File: config.mk
export PLATFORM = sky130hd
export DESIGN_NAME = square_matrix_rotate_cw
export DESIGN_NICKNAME = d
export VERILOG_FILES = /design/src/sv/sqrot_pkg.sv /design/src/sv/square_matrix_rotate_cw.sv
export SDC_FILE = /design/constraint.sdc
export NUM_CORES = 2
export LEC_CHECK = 0
export BUFFER_PORTS_ARGS = -buffer_cell sky130_fd_sc_hd__buf_2
export CORE_MARGIN = 10
export CORE_UTILIZATION = 60
export CTS_BUF_LIST = sky130_fd_sc_hd__clkbuf_8
export DETAILED_ROUTE_END_ITERATION = 6
export GPL_TIMING_DRIVEN = 0
export PLACE_DENSITY = 0.73
export SLEW_MARGIN = 5
export SYNTH_ARGS = -nofsm -noshare
export SYNTH_HDL_FRONTEND = slang
export SYNTH_SLANG_ARGS = --single-unit
File: constraint.sdc
create_clock -name clk -period 4.7 [get_ports clk]
set_input_delay 0.705 -clock clk [delete_from_list [all_inputs] [get_ports clk]]
set_output_delay 0.705 -clock clk [all_outputs]
set_load 0.01 [all_outputs]
File: src/sv/sqrot_pkg.sv
// Shared constants and types for the square matrix clockwise rotator.
package sqrot_pkg;

  localparam int MAX_SIDE = 8;
  localparam int IDX_W    = $clog2(MAX_SIDE);
  localparam int ADDR_W   = 2 * IDX_W;
  localparam int DEPTH    = MAX_SIDE * MAX_SIDE;
  localparam int DATA_W   = 32;
  localparam int SIZE_W   = 4;

  localparam logic [SIZE_W-1:0] SIZE_MAX = SIZE_W'(MAX_SIDE);
  localparam logic [IDX_W-1:0]  IDX_TOP  = IDX_W'(MAX_SIDE - 1);

  typedef logic [IDX_W-1:0]  idx_t;
  typedef logic [ADDR_W-1:0] addr_t;
  typedef logic [DATA_W-1:0] word_t;

  typedef enum logic {
    ST_LOAD,
    ST_READ
  } state_t;

endpackage

File: src/sv/square_matrix_rotate_cw.sv
// Square matrix rotator: loads an n-by-n matrix and emits it turned 90 degrees clockwise.
//
// Usage: set the side n through the cfg channel (values 1 to 8; 0 acts as 1 and
// anything above 8 acts as 8). A write discards a partly loaded matrix. Then
// send n*n elements on the in channel in row-major order. Each request writes
// one entry of a 64-word buffer, one element per cycle in the load state. After the last element
// the block reads the buffer in rotated order, one entry per cycle unless the
// receiver stalls, and the out channel delivers the rotated matrix in row-major
// order with its row, column and a last flag on the final element.
// After the last element is taken the state register turns to readout, and the
// first result is then registered at the buffer's read port. Loading and readout
// do not overlap: no new elements are taken while a matrix is read out.
// The buffer's registered read data is the output register, so a stalled
// receiver simply halts the readout; once the last read is issued the block
// takes the elements of the next matrix while the final result still waits.
// Reset sets the side to 8 and empties the load and readout counters; the
// buffer contents are not cleared.
module square_matrix_rotate_cw (
  input  logic                           clk,
  input  logic                           rst_n,
  input  logic                           in_valid,
  output logic                           in_ready,
  input  logic signed [sqrot_pkg::DATA_W-1:0] in_element,
  output logic                           out_valid,
  input  logic                           out_ready,
  output logic signed [sqrot_pkg::DATA_W-1:0] out_rotated_element,
  output logic [sqrot_pkg::IDX_W-1:0]    out_row,
  output logic [sqrot_pkg::IDX_W-1:0]    out_col,
  output logic                           out_last,
  input  logic                           cfg_valid,
  output logic                           cfg_ready,
  input  logic [sqrot_pkg::SIZE_W-1:0]   cfg_matrix_size
);
  import sqrot_pkg::*;

  state_t state_r, state_nxt;

  idx_t  side_m1_r;
  idx_t  ld_row_r, ld_row_nxt;
  idx_t  ld_col_r, ld_col_nxt;
  idx_t  rd_row_r, rd_row_nxt;
  idx_t  rd_col_r, rd_col_nxt;
  logic  out_valid_r, out_valid_nxt;
  idx_t  out_row_r, out_col_r;
  logic  out_last_r;

  word_t mem [DEPTH];
  word_t rd_data_r;

  logic  wr_en, rd_en, cfg_wr;
  logic  ld_col_end, ld_row_end, rd_col_end, rd_row_end;
  idx_t  cfg_side_m1;
  addr_t wr_addr, rd_addr;

  assign ld_col_end = (ld_col_r == side_m1_r);
  assign ld_row_end = (ld_row_r == side_m1_r);
  assign rd_col_end = (rd_col_r == side_m1_r);
  assign rd_row_end = (rd_row_r == side_m1_r);

  // Entries sit at a fixed row pitch of MAX_SIDE, so the rotated source
  // address is a plain concatenation of source row and column.
  assign wr_addr = {ld_row_r, ld_col_r};
  assign rd_addr = {side_m1_r - rd_col_r, rd_row_r};

  always_comb begin
    priority if (cfg_matrix_size == '0) begin
      cfg_side_m1 = '0;
    end else if (cfg_matrix_size > SIZE_MAX) begin
      cfg_side_m1 = IDX_TOP;
    end else begin
      cfg_side_m1 = IDX_W'(cfg_matrix_size - SIZE_W'(1));
    end
  end

  // Control outputs of the state machine.
  always_comb begin
    in_ready  = 1'b0;
    cfg_ready = 1'b0;
    rd_en     = 1'b0;
    unique case (state_r)
      ST_LOAD: begin
        in_ready  = 1'b1;
        cfg_ready = 1'b1;
      end
      ST_READ: begin
        rd_en = !out_valid_r || out_ready;
      end
      default: ;
    endcase
  end

  assign wr_en  = in_valid && in_ready;
  assign cfg_wr = cfg_valid && cfg_ready;

  // Next state.
  always_comb begin
    state_nxt = state_r;
    unique case (state_r)
      ST_LOAD: begin
        if (wr_en && !cfg_wr && ld_col_end && ld_row_end) begin
          state_nxt = ST_READ;
        end
      end
      ST_READ: begin
        if (rd_en && rd_col_end && rd_row_end) begin
          state_nxt = ST_LOAD;
        end
      end
      default: state_nxt = ST_LOAD;
    endcase
  end

  // Load and readout position counters.
  always_comb begin
    ld_row_nxt = ld_row_r;
    ld_col_nxt = ld_col_r;
    rd_row_nxt = rd_row_r;
    rd_col_nxt = rd_col_r;
    priority if (cfg_wr) begin
      ld_row_nxt = '0;
      ld_col_nxt = '0;
    end else if (wr_en) begin
      if (ld_col_end) begin
        ld_col_nxt = '0;
        ld_row_nxt = ld_row_end ? '0 : ld_row_r + idx_t'(1);
      end else begin
        ld_col_nxt = ld_col_r + idx_t'(1);
      end
    end
    if (rd_en) begin
      if (rd_col_end) begin
        rd_col_nxt = '0;
        rd_row_nxt = rd_row_end ? '0 : rd_row_r + idx_t'(1);
      end else begin
        rd_col_nxt = rd_col_r + idx_t'(1);
      end
    end
    out_valid_nxt = rd_en ? 1'b1 : (out_valid_r && !out_ready);
  end

  always_ff @(posedge clk) begin
    if (!rst_n) begin
      state_r     <= ST_LOAD;
      side_m1_r   <= IDX_TOP;
      ld_row_r    <= '0;
      ld_col_r    <= '0;
      rd_row_r    <= '0;
      rd_col_r    <= '0;
      out_valid_r <= 1'b0;
    end else begin
      state_r     <= state_nxt;
      ld_row_r    <= ld_row_nxt;
      ld_col_r    <= ld_col_nxt;
      rd_row_r    <= rd_row_nxt;
      rd_col_r    <= rd_col_nxt;
      out_valid_r <= out_valid_nxt;
      if (cfg_wr) begin
        side_m1_r <= cfg_side_m1;
      end
    end
  end

  // Element buffer; its registered read port doubles as the output register.
  always_ff @(posedge clk) begin
    if (wr_en) begin
      mem[wr_addr] <= word_t'(in_element);
    end
    if (rd_en) begin
      rd_data_r <= mem[rd_addr];
    end
  end

  always_ff @(posedge clk) begin
    if (rd_en) begin
      out_row_r  <= rd_row_r;
      out_col_r  <= rd_col_r;
      out_last_r <= rd_col_end && rd_row_end;
    end
  end

  assign out_valid           = out_valid_r;
  assign out_rotated_element = $signed(rd_data_r);
  assign out_row             = out_row_r;
  assign out_col             = out_col_r;
  assign out_last            = out_last_r;

endmodule

==> summary.txt <==
Yosys
  • Number of flops mapped to enable cells by yosys: 2,087
  • Distinct cell type count after synthesis: 57
  • Main synth FF type: edfxtp_1
  • Synth area leader: edfxtp_1
  • Ranking of synthesized cells by area: edfxtp_1 78%, mux4_2 13%, mux2i_1 1.7%
  • Yosys warnings: 0
  • Synth Net Count: 3,637
  • Post-synthesis register bit count: 2,104
  • Synthesized area: 79,900 um^2
  • Syn avg cell area: 22.3 um^2
  • Gate Count Post-Synth: 3,588
  • Count leader, synth: edfxtp_1
  • Top cells by count, synth: 2,087 x edfxtp_1, 450 x mux4_2, 164 x o22ai_1
  • Asr flop ratio synth: 0%
  • Area share of the largest cell type after synthesis: 78.4%
  • Sequential area share after synthesis: 78.9%

Drt
  • Via/cell ratio: 7.11
  • Detailed Route Iter0 Violations: 7,524
  • Pre-Repair DR Iteration Count: 7
  • Post-DR wirelength/cell: 39.5 um
  • Total number of vias: 43,300
  • Routed WL: 240,000 um
  • Routed Antenna Nets: 0
  • Residual DRC: 22

Place
  • Hpwl dp: 155,000 um
  • Placed inst area: 85,000 um^2
  • Routability Congestion: 0.872
  • Port Buffers: 82

Global routing
  • Largest net degree at the start of global routing: 65
  • Total congestion overflow: 0
  • Number of global-route vias before repair: 42,500
  • GRT Overall Usage: 32.6%
  • Initial antenna violation count: 16
  • First-pass GRT wire length: 330,000 um

Die
  • Initial Utilization: 60.6%
  • # rows: 133
  • Die Area: 148,000 um^2
  • Top Ports: 83
  • Die Y: 385 um
  • Horiz. Die Dim: 385 um
  • Core ar.: 132,000 um^2

Setup path
  • Crit end category: flop
  • Startpoint Class: flop
  • Crit path required time: 5370 ps
  • Worst-case reg-to-reg path depth: 9
  • Crit path max fanout: 10
  • Worst reg-to-reg setup slack: -110 ps
  • Crit path DAT: 5490 ps
  • Reg2reg start: side_m1_r[0]
  • Critical R2R Capture: out_rotated_element[18]
  • Worst setup startpoint: side_m1_r[0]
  • Critical path type: flop to flop

CTS
  • Clock Latency Late Sink: 1060 ps
  • H-tree levels: 5
  • CTS tree: built
  • Worst-path clk slew: 60 ps
  • CTS Buf Count: 334
  • CTS Root Cell: clkbuf_8
  • Clock sink count: 2,104
  • Setup repair bufs after CTS: 0
  • CTS max path bufs: 4

Min path
  • Hold Path Sink: side_m1_r[2]
  • Min-delay src: cfg_matrix_size[3]
  • Hold path depth: 3
  • Hold WC Path Type: input pin to flop

STA
  • Slew HR: -3.48%
  • Clock Skews: 68.8 ps
  • Final worst path period need: 4810 ps
  • Worst slew pin tran: 1550 ps
  • Endpoints failing hold: 0
  • Max Transition Viols Final: 34
  • Fmax: 208 MHz
  • RSZ-0062 raised after global routing: no
  • Period utilization: 102%
  • Final worst setup slack: -115 ps
  • Final setup viols: 3

Power and ir drop
  • Logic gate share of total power: 2.1%
  • NetSw: 7.62 mW
  • Leakage power: 28.0 nW
  • Clock power share: 39.5%
  • Internal power component: 27.8 mW
  • Sw frac: 21.5%
  • Worst-case vdd ir drop: 0.000369 V
  • Total power: 35.4 mW
  • PwrDens: 390 nW/um^2
  • Flop pwr share: 58.4%

Final layout
  • Nets@finish: 4,147
  • Area Growth Syn to Fin: 13.7%
  • Filler Cell Count: 7,865
  • Design area: 90,800 um^2
  • Multi-input logic area: 16,200 um^2
  • Area occupied by registers: 63,000 um^2
  • Share of layout cells above drive strength 1: 28.0%

Flow run
  • Max-capacitance violation count: 3

Status
  • Status: finished, violations left
  • Failing checks: design-rule violations, max-capacitance violations, max-slew violations, negative setup slack
==> sequential cells by signal (all words and copies together) (netlist names) <==
signal and count:
mem 2048, out_rotated_element 32, ld_col_r 3, ld_row_r 3
out_col 3, out_row 3, rd_col_r 3, rd_row_r 3
side_m1_r 3, out_last 1, out_valid 1, state_r 1
==> per-layer routing <==
| layer | vias to the layer above | share of wire [%] | wire length [um] | track usage, % |
|---|---|---|---|---|
| met5 | - | 0.022 | 53 | 0 |
| met3 | 839 | 15 | 36600 | 11.5 |
| met1 | 22200 | 33 | 79900 | 42.6 |
| met4 | 8 | 6.8 | 16200 | 18.6 |
| li1 | 16300 | - | - | - |
| met2 | 3923 | 45 | 108000 | 47.9 |
==> logic make-up (layout without fill, tap and decap cells) <==
logic type,Yosys count,count (layout),share of synthesized area (%)
AO/OA/AOI/OAI,354,354,3.07
buffers and inverters,206,944,1.50
multiplexers,586,586,14.4
AND/OR/NAND/NOR,313,313,1.84
other,0,12,0
adder cells (fa/ha/maj),9,9,0.147
flip-flops,2104,2104,78.9
XOR/XNOR,16,16,0.194
==> stage by stage <==
stage          setup WS (ps)  hold slack, ps  utilization (%)  cells  setup TNS (ps)
2_1_floorplan           1510             417                -   3588               0
3_3_place_gp           -1550             494             62.5   5425        -1950920
3_5_place_dp            -269             491             64.4   5515            -446
4_1_cts                 3.68            4.43             68.8   6082               0
5_1_grt                 24.9            48.5             68.8   6086               0
6_report                -115            71.6             68.8   6093            -210
==> critical path: stages (launching register included) <==
cell and delay [ps]:
dfxtp_1 430, inv_1 120, ha_1 420, buf_2 320
clkbuf_1 1160, nand2_1 300, clkdlybuf4s15_1 690, o22ai_1 440
nor3_1 170, o22a_1 400
==> cell usage in the layout, fill, tap and decap left out, types with 13 or more instances in the layout <==
cell / count
clkinv_1: 71
clkbuf_1: 61
buf_6: 28
a22oi_1: 72
nor2b_1: 13
inv_1: 121
o22ai_1: 164
buf_12: 61
nand2_1: 69
nor3_1: 62
mux4_2: 450
a21oi_1: 15
clkinv_2: 27
nor2_4: 64
buf_4: 31
clkbuf_8: 341
buf_2: 142
buf_16: 29
nor2_1: 33
o21ai_0: 18
mux2i_1: 132
edfxtp_1: 2087
dfxtp_1: 17
==> how the worst max path moves through the flow <==
stage,endpoint,slack [ps],cells past startpoint
3_5_place_dp,out_rotated_element[22],-270,9
6_report,out_rotated_element[18],-110,9
4_1_cts,out_rotated_element[22],4,9
5_1_grt,out_rotated_element[18],20,9
3_3_place_gp,mem[47][1],-1550,5
2_1_floorplan,mem[63][0],1510,4
==> power groups by stage <==
| stage | Clock [mW] | Combinational (mW) | Sequential (mW) |
|---|---|---|---|
| 2_1_floorplan | 0 | 0.199 | 21.1 |
| 3_3_place_gp | 0 | 0.675 | 21.1 |
| 3_5_place_dp | 0 | 0.722 | 21.1 |
| 4_1_cts | 14.0 | 0.726 | 20.7 |
| 5_1_grt | 14.9 | 0.770 | 20.7 |
| 6_report | 14.0 | 0.758 | 20.7 |
==> area by class of cell <==
class,instances,share of cell area (%)
Clock inverter,223,1.16
Antenna cell,12,0.0331
Tap cell,1755,2.42
Multi-Input combinational cell,1278,17.8
Timing Repair Buffer,175,2.71
Buffer,195,1.28
Sequential cell,2104,69.4
Inverter,10,0.0441
Clock buffer,341,5.17
==> repair_timing <==
item                                    4_1_cts  5_1_grt
hold endpoints to repair                      5        0
gates resized for setup                       2        4
hold buffers                                  3        0
endpoints found under the setup margin        3        4
No activity file was read; power rests on OpenSTA's default activity.
